[src/rtl/core/assert_macros.svh]
// Assertion macros shared by the motion sum RTL.
// Included by modules that carry concurrent checks; no other dependencies.
`ifndef ASSERT_MACROS_SVH
`define ASSERT_MACROS_SVH
`ifndef ASSERT_OFF
// Check a property at every rising edge outside reset.
`define SMFMS_ASSERT(label, clk, rstn, prop) \
    label: assert property (@(posedge clk) disable iff (!rstn) (prop)) \
        else $error("smfms check failed");
// Check a property at every rising edge, including reset.
`define SMFMS_ASSERT_ALWAYS(label, clk, prop) \
    label: assert property (@(posedge clk) (prop)) \
        else $error("smfms check failed");
`else
`define SMFMS_ASSERT(label, clk, rstn, prop)
`define SMFMS_ASSERT_ALWAYS(label, clk, prop)
`endif
`endif

[src/rtl/core/smfms_pkg.sv]
// Package for the subsampled frame motion sum unit: widths, defaults,
// register indexes and the raster status type. No dependencies.
`default_nettype none
package smfms_pkg;
    localparam int PIX_W = 8;
    localparam int CFG_W = 13;
    localparam int SUM_W = 25;
    localparam int TDATA_S_W = 16;
    localparam int TDATA_M_W = 32;

    localparam int DEF_SAMPLE_STEP = 10;
    localparam int DEF_MAX_DIMENSION = 4096;

    localparam logic [CFG_W-1:0] FRAME_WIDTH_RESET  = 13'd640;
    localparam logic [CFG_W-1:0] FRAME_HEIGHT_RESET = 13'd480;

    localparam logic [SUM_W-1:0] SUM_MAX = {SUM_W{1'b1}};

    // configuration register indexes
    localparam int CFG_ADDR_W = 1;
    localparam logic [CFG_ADDR_W-1:0] REG_FRAME_WIDTH  = 1'b0;
    localparam logic [CFG_ADDR_W-1:0] REG_FRAME_HEIGHT = 1'b1;

    typedef struct packed {
        logic sample;     // current raster position is on the sampling grid
        logic frame_end;  // current raster position is the last of the frame
    } raster_status_t;
endpackage
`default_nettype wire

[src/rtl/core/smfms_term.sv]
// Difference term: XOR of the two pixels reduced to its highest set bit (one when the pixels are equal).
// Depends on smfms_pkg.
`default_nettype none
module smfms_term
    import smfms_pkg::*;
(
    input  wire logic [PIX_W-1:0] cur_pixel,
    input  wire logic [PIX_W-1:0] prev_pixel,
    output logic      [PIX_W-1:0] term
);
    logic [PIX_W-1:0] diff;

    assign diff = cur_pixel ^ prev_pixel;

    // Isolate the top bit; zero and one both give one.
    always_comb begin
        term = {{(PIX_W-1){1'b0}}, 1'b1};
        for (int i = 1; i < PIX_W; i++) begin
            if (diff[i]) begin
                term = PIX_W'(1) << i;
            end
        end
    end
endmodule
`default_nettype wire

[src/rtl/core/smfms_raster.sv]
// Raster position tracker: column, row and sampling phases against the
// configured frame size. Depends on smfms_pkg and assert_macros.svh.
`default_nettype none
`include "assert_macros.svh"
module smfms_raster
    import smfms_pkg::*;
#(
    parameter int SAMPLE_STEP   = DEF_SAMPLE_STEP,
    parameter int MAX_DIMENSION = DEF_MAX_DIMENSION
) (
    input  wire logic             aclk,
    input  wire logic             aresetn,
    input  wire logic             advance,
    input  wire logic [CFG_W-1:0] frame_width,
    input  wire logic [CFG_W-1:0] frame_height,
    output raster_status_t        status
);
    localparam int CNT_W   = $clog2(MAX_DIMENSION);
    localparam int PHASE_W = (SAMPLE_STEP > 1) ? $clog2(SAMPLE_STEP) : 1;
    localparam logic [CFG_W-1:0]   MAX_V      = CFG_W'(MAX_DIMENSION);
    localparam logic [CNT_W-1:0]   MAX_LAST   = CNT_W'(MAX_DIMENSION - 1);
    localparam logic [PHASE_W-1:0] PHASE_LAST = PHASE_W'(SAMPLE_STEP - 1);

    logic [CNT_W-1:0]   col_reg, col_next;
    logic [CNT_W-1:0]   row_reg, row_next;
    logic [PHASE_W-1:0] cphase_reg, cphase_next;
    logic [PHASE_W-1:0] rphase_reg, rphase_next;
    logic [CNT_W-1:0]   col_last, row_last;
    logic               last_col, last_row;

    // Last index of a dimension: zero acts as one, oversize as the maximum.
    function automatic logic [CNT_W-1:0] last_index(input logic [CFG_W-1:0] v);
        logic [CNT_W-1:0] r;
        if (v == '0) begin
            r = '0;
        end else if (v > MAX_V) begin
            r = MAX_LAST;
        end else begin
            r = CNT_W'(v - CFG_W'(1));
        end
        return r;
    endfunction

    function automatic logic [PHASE_W-1:0] phase_inc(input logic [PHASE_W-1:0] ph);
        logic [PHASE_W-1:0] r;
        if (ph == PHASE_LAST) begin
            r = '0;
        end else begin
            r = ph + PHASE_W'(1);
        end
        return r;
    endfunction

    assign col_last = last_index(frame_width);
    assign row_last = last_index(frame_height);
    // A position at or past the last index counts as last (size change mid-frame).
    assign last_col = (col_reg >= col_last);
    assign last_row = (row_reg >= row_last);

    assign status.sample    = (cphase_reg == '0) && (rphase_reg == '0);
    assign status.frame_end = last_col && last_row;

    always_comb begin
        col_next    = col_reg;
        row_next    = row_reg;
        cphase_next = cphase_reg;
        rphase_next = rphase_reg;
        if (advance) begin
            priority if (last_col && last_row) begin
                col_next    = '0;
                row_next    = '0;
                cphase_next = '0;
                rphase_next = '0;
            end else if (last_col) begin
                col_next    = '0;
                cphase_next = '0;
                row_next    = row_reg + CNT_W'(1);
                rphase_next = phase_inc(rphase_reg);
            end else begin
                col_next    = col_reg + CNT_W'(1);
                cphase_next = phase_inc(cphase_reg);
            end
        end
    end

    always_ff @(posedge aclk) begin
        if (!aresetn) begin
            col_reg    <= '0;
            row_reg    <= '0;
            cphase_reg <= '0;
            rphase_reg <= '0;
        end else begin
            col_reg    <= col_next;
            row_reg    <= row_next;
            cphase_reg <= cphase_next;
            rphase_reg <= rphase_next;
        end
    end

    `SMFMS_ASSERT(a_wrap_at_frame_end, aclk, aresetn,
        (advance && status.frame_end) |=> (col_reg == '0 && row_reg == '0 && status.sample))
    `SMFMS_ASSERT(a_col_phase_in_range, aclk, aresetn, cphase_reg <= PHASE_LAST)
    `SMFMS_ASSERT(a_row_phase_in_range, aclk, aresetn, rphase_reg <= PHASE_LAST)
endmodule
`default_nettype wire

[src/rtl/core/subsampled_frame_motion_sum_unit.sv]
// Subsampled frame motion sum unit, top level.
// Depends on smfms_pkg, smfms_term, smfms_raster and assert_macros.svh.
//
// Usage:
//   s_ channel: one pixel pair per transaction in raster order,
//     s_tdata[7:0] current-frame pixel, s_tdata[15:8] reference pixel.
//   m_ channel: one transaction per frame carrying the frame total in
//     m_tdata[24:0], sent after the frame's last pixel is taken.
//   cfg port: cfg_we / cfg_addr / cfg_wdata write frame_width (index 0) and
//     frame_height (index 1); write them only while the block is idle.
// Throughput: one pixel pair per cycle while s_tready is high, with the raster
//   counters and running sum updated in the accepting cycle.
// Output: the frame total and m_tvalid are registered from the last pixel's
//   transaction and appear in the cycle after it.
// Stall: the output register holds an untaken total; pixels keep flowing
//   until the next frame's last pixel, which waits for the register to free.
// Reset: aresetn low (synchronous) clears counters, sum and m_tvalid and
//   restores the 640 x 480 frame size.
`default_nettype none
`include "assert_macros.svh"
module subsampled_frame_motion_sum_unit
    import smfms_pkg::*;
#(
    parameter int SAMPLE_STEP   = DEF_SAMPLE_STEP,
    parameter int MAX_DIMENSION = DEF_MAX_DIMENSION
) (
    input  wire logic                  aclk,
    input  wire logic                  aresetn,
    // pixel pair input
    input  wire logic                  s_tvalid,
    output logic                       s_tready,
    input  wire logic [TDATA_S_W-1:0]  s_tdata,   // [7:0] cur_pixel, [15:8] prev_pixel
    // frame total output
    output logic                       m_tvalid,
    input  wire logic                  m_tready,
    output logic      [TDATA_M_W-1:0]  m_tdata,   // [24:0] motion_sum, rest zero
    // configuration writes
    input  wire logic                  cfg_we,
    input  wire logic [CFG_ADDR_W-1:0] cfg_addr,
    input  wire logic [CFG_W-1:0]      cfg_wdata
);
    logic [CFG_W-1:0]  frame_width_reg;
    logic [CFG_W-1:0]  frame_height_reg;
    logic [SUM_W-1:0]  sum_reg, sum_next;
    logic [SUM_W-1:0]  total_reg, total_next;
    logic              m_valid_reg, m_valid_next;
    logic [PIX_W-1:0]  term;
    logic [SUM_W:0]    sum_wide;
    logic [SUM_W-1:0]  sum_acc;
    logic              s_accept;
    raster_status_t    status;

    // Configuration registers: take the write, masked to the register width.
    always_ff @(posedge aclk) begin
        if (!aresetn) begin
            frame_width_reg  <= FRAME_WIDTH_RESET;
            frame_height_reg <= FRAME_HEIGHT_RESET;
        end else if (cfg_we) begin
            unique case (cfg_addr)
                REG_FRAME_WIDTH:  frame_width_reg  <= cfg_wdata;
                REG_FRAME_HEIGHT: frame_height_reg <= cfg_wdata;
            endcase
        end
    end

    smfms_term u_term (
        .cur_pixel  (s_tdata[PIX_W-1:0]),
        .prev_pixel (s_tdata[2*PIX_W-1:PIX_W]),
        .term       (term)
    );

    smfms_raster #(
        .SAMPLE_STEP   (SAMPLE_STEP),
        .MAX_DIMENSION (MAX_DIMENSION)
    ) u_raster (
        .aclk         (aclk),
        .aresetn      (aresetn),
        .advance      (s_accept),
        .frame_width  (frame_width_reg),
        .frame_height (frame_height_reg),
        .status       (status)
    );

    // Only the frame's last pixel needs a free output register.
    assign s_tready = !status.frame_end || !m_valid_reg || m_tready;
    assign s_accept = s_tvalid && s_tready;

    // Add the term on sampled positions, saturating at the sum width.
    assign sum_wide = {1'b0, sum_reg} + (SUM_W + 1)'(term);
    assign sum_acc  = sum_wide[SUM_W] ? SUM_MAX : sum_wide[SUM_W-1:0];

    always_comb begin
        sum_next     = sum_reg;
        total_next   = total_reg;
        m_valid_next = m_valid_reg && !m_tready;
        if (s_accept) begin
            if (status.sample) begin
                sum_next = sum_acc;
            end
            if (status.frame_end) begin
                // hand the total to the output register and restart the frame
                total_next   = status.sample ? sum_acc : sum_reg;
                sum_next     = '0;
                m_valid_next = 1'b1;
            end
        end
    end

    always_ff @(posedge aclk) begin
        if (!aresetn) begin
            sum_reg     <= '0;
            m_valid_reg <= 1'b0;
        end else begin
            sum_reg     <= sum_next;
            m_valid_reg <= m_valid_next;
        end
    end

    // payload register, no reset needed
    always_ff @(posedge aclk) begin
        total_reg <= total_next;
    end

    assign m_tvalid = m_valid_reg;
    assign m_tdata  = TDATA_M_W'(total_reg);

    `SMFMS_ASSERT(a_total_posted, aclk, aresetn,
        (s_accept && status.frame_end) |=> m_valid_reg)
    `SMFMS_ASSERT(a_no_overwrite, aclk, aresetn,
        (m_valid_reg && !m_tready) |-> !(s_accept && status.frame_end))
    `SMFMS_ASSERT(a_sum_cleared, aclk, aresetn,
        (s_accept && status.frame_end) |=> (sum_reg == '0))
    `SMFMS_ASSERT(a_sum_holds_when_idle, aclk, aresetn,
        (!s_accept && !$past(s_accept)) |-> $stable(sum_reg))
endmodule
`default_nettype wire

[config.mk]
export PLATFORM = sky130hd
export DESIGN_NAME = subsampled_frame_motion_sum_unit
export DESIGN_NICKNAME = d
export VERILOG_FILES = /design/src/rtl/core/smfms_pkg.sv /design/src/rtl/core/smfms_term.sv /design/src/rtl/core/smfms_raster.sv /design/src/rtl/core/subsampled_frame_motion_sum_unit.sv
export VERILOG_INCLUDE_DIRS = /design/src /design/src/rtl/core
export SDC_FILE = /design/constraint.sdc
export NUM_CORES = 1
export LEC_CHECK = 0
export CAP_MARGIN = 10
export CELL_PAD_IN_SITES_DETAIL_PLACEMENT = 1
export CELL_PAD_IN_SITES_GLOBAL_PLACEMENT = 1
export CORE_MARGIN = 1.5
export CORE_UTILIZATION = 30
export CTS_CLUSTER_DIAMETER = 200
export DETAILED_ROUTE_END_ITERATION = 8
export DONT_BUFFER_PORTS = 1
export GPL_ROUTABILITY_DRIVEN = 0
export PLACE_DENSITY_LB_ADDON = 0.3
export SYNTH_ARGS = -nofsm -noshare
export SYNTH_HDL_FRONTEND = slang
export SYNTH_SLANG_ARGS = --single-unit
[constraint.sdc]
create_clock -name aclk -period 5.7 [get_ports aclk]
set_input_delay 1.14 -clock aclk [delete_from_list [all_inputs] [get_ports aclk]]
set_output_delay 1.14 -clock aclk [all_outputs]
set_load 0.01 [all_outputs]
# Word level (Yosys, flattened, before mapping)

Index checks and enable logic that the tools add are counted.

Flip-flop bits (word level): 109
Input bits: 35
Word-level logic and storage cells: 68

Reduce and logical (&&, ||, !) cells: 18
Multiplexer cells: 26
Add/subtract/negate cells: 7
Bitwise operators: 2
$lt $le $gt $ge: 4
Equality and inequality tests: 2

Operators with widths:

| operator                                                              | count |
|---|---|
| 12-bit two-way mux                                                    | 8 |
| 25-bit two-way mux                                                    | 3 |
| 4-bit two-way mux                                                     | 7 |
| 25-bit by 8-bit adder with 26-bit output                              | 1 |
| 13-bit greater-than comparator (second input constant)                | 2 |
| 13-bit logical NOT                                                    | 2 |
| 12-bit by 1-bit adder with 12-bit output (second input constant)      | 2 |
| 12-bit greater-or-equal comparator                                    | 2 |
| 12-bit by 1-bit subtractor with 12-bit output (second input constant) | 2 |
| 4-bit by 1-bit adder with 4-bit output (second input constant)        | 2 |
| 4-bit == test (second input constant)                                 | 2 |
| 4-bit logical NOT                                                     | 2 |
| 8-bit two-way mux                                                     | 1 |
| 2-bit AND reduction                                                   | 4 |
| 8-bit XOR                                                             | 1 |
| 7-bit two-way mux                                                     | 1 |
| 6-bit two-way mux                                                     | 1 |
| 5-bit two-way mux                                                     | 1 |
| 1-bit logical AND                                                     | 4 |
| 1-bit logical NOT                                                     | 3 |
| 3-bit two-way mux                                                     | 1 |
| 1-bit logical OR                                                      | 2 |
| 1-bit two-way mux                                                     | 2 |
| 2-bit two-way mux                                                     | 1 |
| other kinds (2)                                                       | 2 |

# Longest topological paths before layout

Depth in word-level cells: 12
Depth in mapped cells: 19
Gate-level depth less buffers: 16

# Cells and area by module

A second synthesis with hierarchy kept.

Cell total of the unflattened synthesis: 798
Area total of the unflattened synthesis: 6682.7 um2

By module, submodules not included:

| module                           | instances | seq. area each (um2) | area each (um2) | cells each |
|---|---|---|---|---|
| subsampled_frame_motion_sum_unit | 1         | 1791.7               | 3828.7          | 431 |
| smfms_raster                     | 1         | 640.6                | 2718.9          | 348 |
| smfms_term                       | 1         | 0.0                  | 135.1           | 19 |

# Least setup slack after synthesis

No wires, ideal clock.

Kind: reg2reg
Start: register frame_height_reg[0]
End: register total_reg[0], enable pin
Cell stages (with the launch flop): 19
Path buffers: 3
Arrival: 4.539 ns
Library setup time: 0.408 ns
Setup slack: 0.752 ns
Period minus slack after synthesis: 4.948 ns
Cells stage by stage: dfxtp_1 -> inv_1 -> ha_1 -> nand2b_1 -> nor4_1 -> nand2_1 -> or4_1 -> clkbuf_1 -> a21oi_1 -> a21oi_1 -> ha_1 -> nand2b_1 -> a31oi_1 -> o21ai_1 -> a31oi_1 -> nand2_1 -> clkbuf_1 -> clkbuf_1 -> nor2_1

Longest elaborated chain between the ends: 10
Elaborated cells on any way between the ends: 12
Those cells by class: add/sub (1); order compare (2); mux (2); reduce/logical (7)

RTL lines:

| what                                                                                                   | line                                    | text |
|---|---|---|
| start, declared                                                                                        | subsampled_frame_motion_sum_unit.sv:43  | `logic [CFG_W-1:0] frame_height_reg;` |
| start signal, assigned                                                                                 | subsampled_frame_motion_sum_unit.sv:61  | `REG_FRAME_HEIGHT: frame_height_reg <= cfg_wdata;` |
| 12-bit by 1-bit subtractor with 12-bit output / 13-bit greater-than comparator (equally long branches) | smfms_raster.sv:39, smfms_raster.sv:36  |  |
| 12-bit two-way mux                                                                                     | smfms_raster.sv:36                      | `end else if (v > MAX_V) begin` |
| 12-bit two-way mux *                                                                                   | smfms_raster.sv:34                      | `if (v == '0) begin` |
| 12-bit greater-or-equal comparator *                                                                   | smfms_raster.sv:58                      | `assign last_row = (row_reg >= row_last);` |
| 1-bit logical AND *                                                                                    | smfms_raster.sv:61                      | `assign status.frame_end = last_col && last_row;` |
| 1-bit logical NOT                                                                                      | subsampled_frame_motion_sum_unit.sv:85  | `assign s_tready = !status.frame_end \|\| !m_valid_reg \|\| m_tready;` |
| 1-bit logical OR (2 in a row)                                                                          | subsampled_frame_motion_sum_unit.sv:85  |  |
| 1-bit logical AND                                                                                      | subsampled_frame_motion_sum_unit.sv:86  | `assign s_accept = s_tvalid && s_tready;` |
| 2-bit AND reduction (no line) *                                                                        | n/a                                     |  |
| end signal, assigned                                                                                   | subsampled_frame_motion_sum_unit.sv:121 | `total_reg <= total_next;` |
| end, declared                                                                                          | subsampled_frame_motion_sum_unit.sv:45  | `logic [SUM_W-1:0] total_reg, total_next;` |

Every way passes the cells marked *; elsewhere a longest branch is shown, timed or not.
A chain may end at the register's enable or synchronous reset.

# Final worst setup path

Start: register frame_height_reg[0]
End: output port s_tready

Longest elaborated chain between the ends: 8
Elaborated cells on any way between the ends: 10
Those cells by class: add/sub (1); order compare (2); mux (2); reduce/logical (5)

RTL lines:

| what                                                                                                   | line                                   | text |
|---|---|---|
| 12-bit by 1-bit subtractor with 12-bit output / 13-bit greater-than comparator (equally long branches) | smfms_raster.sv:39, smfms_raster.sv:36 |  |
| 12-bit two-way mux                                                                                     | smfms_raster.sv:36                     |  |
| 12-bit two-way mux *                                                                                   | smfms_raster.sv:34                     |  |
| 12-bit greater-or-equal comparator *                                                                   | smfms_raster.sv:58                     |  |
| 1-bit logical AND *                                                                                    | smfms_raster.sv:61                     |  |
| 1-bit logical NOT *                                                                                    | subsampled_frame_motion_sum_unit.sv:85 |  |
| 1-bit logical OR * (2 in a row)                                                                        | subsampled_frame_motion_sum_unit.sv:85 |  |
| end, declared                                                                                          | subsampled_frame_motion_sum_unit.sv:31 | `output logic s_tready,` |

Marks and branches as above.

==> results.txt <==
Ys Warns: 0
Leakage: 0.002586 µW
Area growth syn-to-layout: 8.751%
Clock H-tree levels: 3
crit-path max FO: 10
Synth Cell Area: 6449 µm²
Post-synth EDFFs: 25
Yosys cell types: 72
Avg Cell Area, Syn: 8.496 µm²
Critical Path Start Type: flip-flop
Routed WL: 16,800 µm
# clock sinks: 109
Seq pwr share: 0.485
relative slew slack: 0.4203
core area: 21,020 µm²
Antenna diodes: 0
Slew Limit Fails: 0
critical path endpoint category: primary output
worst hold path class: reg -> reg
RSZ-0062 raised after global routing: no
Psw: 438.0 µW
Critical path origin: frame_height_reg[0]
Clk pwr share: 0.408
design area: 7013 µm²
WL per Instance: 16.47 µm
CTS root buf: clkbuf_16
IO Port Bufs: 0
vias: 5,414
combinational share of power: 0.107
ys flop type: dfxtp_1
max cap viols: 0
DIE WIDTH: 149.6 µm
worst reg-to-reg setup slack: 990 ps
reg2reg end: u_raster.col_reg[6]
die area: 22,380 µm²
outcome: complete, no violations
global-route wire length before repair: 27,410 µm
R2R cell count: 18
# hold bufs at CTS: 0
sequential share of the synthesized area: 0.3772
r2r startpoint: frame_height_reg[0]
clk slew on worst S/H paths: 70 ps
min cycle time layout: 5294 ps
CTS tree: built
DRT iter0 DRCs: 179
Setup Viol. Count Final: 0
drt pass-1 iters: 4
Layout Skew: 9.421 ps
Critical Path Slowest Stage Cell: nor4_2
largest net degree at the start of global routing: 36
setup TNS: 0 ps
Max stage delay on crit path: 460 ps
crit-path cells: inv_1, ha_1, nand2b_1, nor4_1, nand2_1, nor4_2, nand2_1, o2bb2ai_1, a21oi_1, ha_1, a21oi_1, o21ai_1, a2111oi_4, buf_4, or3_1
Internal Power: 1259 µW
drc violations: 0
number of global-route vias before repair: 5,373
async set-reset flop share out of synthesis: 0
DP HPWL: 12,050 µm
I/O pin count: 69
Critical Path RT: 4560 ps
vias per cell: 5.308
Nets: 818
Worst-Margin Slew: 867.8 ps
initial core utilization: 0.3068
Cells after Synth: 759
switch share: 0.2581
PD cells: 242.0 nW/µm²
FMAX: 188.9 MHz
part of the cycle the worst path needs: 0.9288
worst skew pair latency: 360 ps
dpl cell area: 6675 µm²
Filler Cell Count: 2,498
crit path capture: s_tready
total gr overflow: 0
WS Path Type: reg -> out
# rows: 53
CTS buffer count: 9
initial antenna violation count: 0
Yosys reg bits: 109
Peak supply drop: 0.1196 mV
All-Layer GR Usage: 0.1553
post-route ant nets: 0
Arrival @ worst endpoint: 4150 ps
hold_sp: frame_height_reg[1]
die height: 149.6 µm
share of cells above drive strength 1: 0.05101
CTS Buffer Depth: 2
count of final hold-check violations: 0
[logic make-up (layout without fill, tap and decap cells)]
| group | after synthesis | count (layout) | share of synthesized area |
|---|---|---|---|
| compound gates | 204 | 204 | 0.2059 |
| fa+ha+maj | 44 | 44 | 0.08615 |
| flops | 109 | 109 | 0.3772 |
| xor+xnor | 34 | 34 | 0.04618 |
| simple gates | 295 | 295 | 0.2286 |
| mux | 6 | 6 | 0.009701 |
| other cells | 1 | 7 | 0.0005815 |
| buf+inv | 66 | 46 | 0.04579 |
[cells in the final DEF (no fill, tap or decap), drive strengths merged, types with 4 or more instances in the layout]
cell and n:
nand3 36, or4 15, o21ai 29, xnor2 15, nor4 6, conb 7
ha 42, mux2i 4, nand2 113, o21a 10, o31ai 12, edfxtp 25
and3 8, a31oi 6, a22oi 11, a22o 13, inv 23, o211ai 8
nor2b 6, nor3 14, buf 7, nand2b 6, clkinv 4, xor2 19
a21o 8, clkbuf 9, a21oi 78, nand4 13, dfxtp 84, nor2 44
or3 13, a41oi 5
[worst max-delay path, delay by kind of cell (launching register included)]
kind / cells / cell delay, ps
AND/OR/NAND/NOR: 6 / 1680
AO/OA/AOI/OAI: 5 / 980
adder cells (fa/ha/maj): 2 / 480
flip-flops: 1 / 340
buffers and inverters: 2 / 320
[timing repair]
item,CTS,global route
setup endpoints to repair,0,1
gates resized for setup,0,2
setup buffers,0,0
[layer usage]
layer / vias to the layer above / share of wire / global-route usage / routed length [µm]
met5: - / 0 / 0 / 0
met4: 0 / 0.012 / 0.03911 / 204
met3: 12 / 0.040 / 0.03537 / 669
met2: 67 / 0.45 / 0.2565 / 7643
met1: 2621 / 0.49 / 0.2038 / 8284
li1: 2714 / - / - / -
[worst min-delay path by stage]
| stage | to | slack (ps) | cells past startpoint |
|---|---|---|---|
| 2_1_floorplan | frame_height_reg[1] | 450 | 2 |
| 3_3_place_gp | frame_height_reg[1] | 460 | 2 |
| 3_5_place_dp | frame_height_reg[1] | 480 | 2 |
| 4_1_cts | frame_height_reg[1] | 490 | 2 |
| 5_1_grt | frame_width_reg[1] | 530 | 2 |
| 6_report | frame_height_reg[1] | 480 | 2 |
[Yosys cell counts, drive strengths merged (14+ instances only)]
master | instances | area share
nand2 | 113 | 0.066
dfxtp | 84 | 0.26
a21oi | 78 | 0.061
nor2 | 44 | 0.026
ha | 42 | 0.081
nand3 | 36 | 0.028
o21ai | 29 | 0.023
clkbuf | 28 | 0.016
edfxtp | 25 | 0.12
inv | 22 | 0.013
xor2 | 19 | 0.026
buf | 15 | 0.016
or4 | 15 | 0.017
xnor2 | 15 | 0.020
nor3 | 14 | 0.013
[power by group through the flow]
stage	Sequential, µW	Clock [µW]	Combinational (µW)
2_1_floorplan	832	0	156
3_3_place_gp	840	0	179
3_5_place_dp	841	0	181
4_1_cts	823	720	183
5_1_grt	827	744	208
6_report	823	693	181
[stage by stage]
| step | setup WS, ps | utilization | hold slack, ps | power, µW | std cells |
|---|---|---|---|---|---|
| floorplan | 752.4 | - | 445.4 | 987.8 | 765 |
| global placement | 753.0 | 0.3175 | 460.6 | 1019 | 1004 |
| detailed placement | 667.7 | 0.3175 | 477.6 | 1022 | 1004 |
| CTS | 261.8 | 0.3329 | 488.4 | 1726 | 1020 |
| global route | 60.91 | 0.3336 | 531.3 | 1779 | 1020 |
| finish | 406.0 | 0.3336 | 484.9 | 1697 | 1020 |
[area by class of cell]
type                       count  area [µm²]  share of cell area
timing repair buffer           7       52.55            0.007493
tap                          275       344.1             0.04906
inverter                      23       86.33             0.01231
sequential                   109        2432              0.3468
multi-input combinational    590        3775              0.5383
clock buffer                   9       225.2             0.03211
clock inverter                 7       97.59             0.01392
Note: power is estimated with default switching activity, not from simulation.
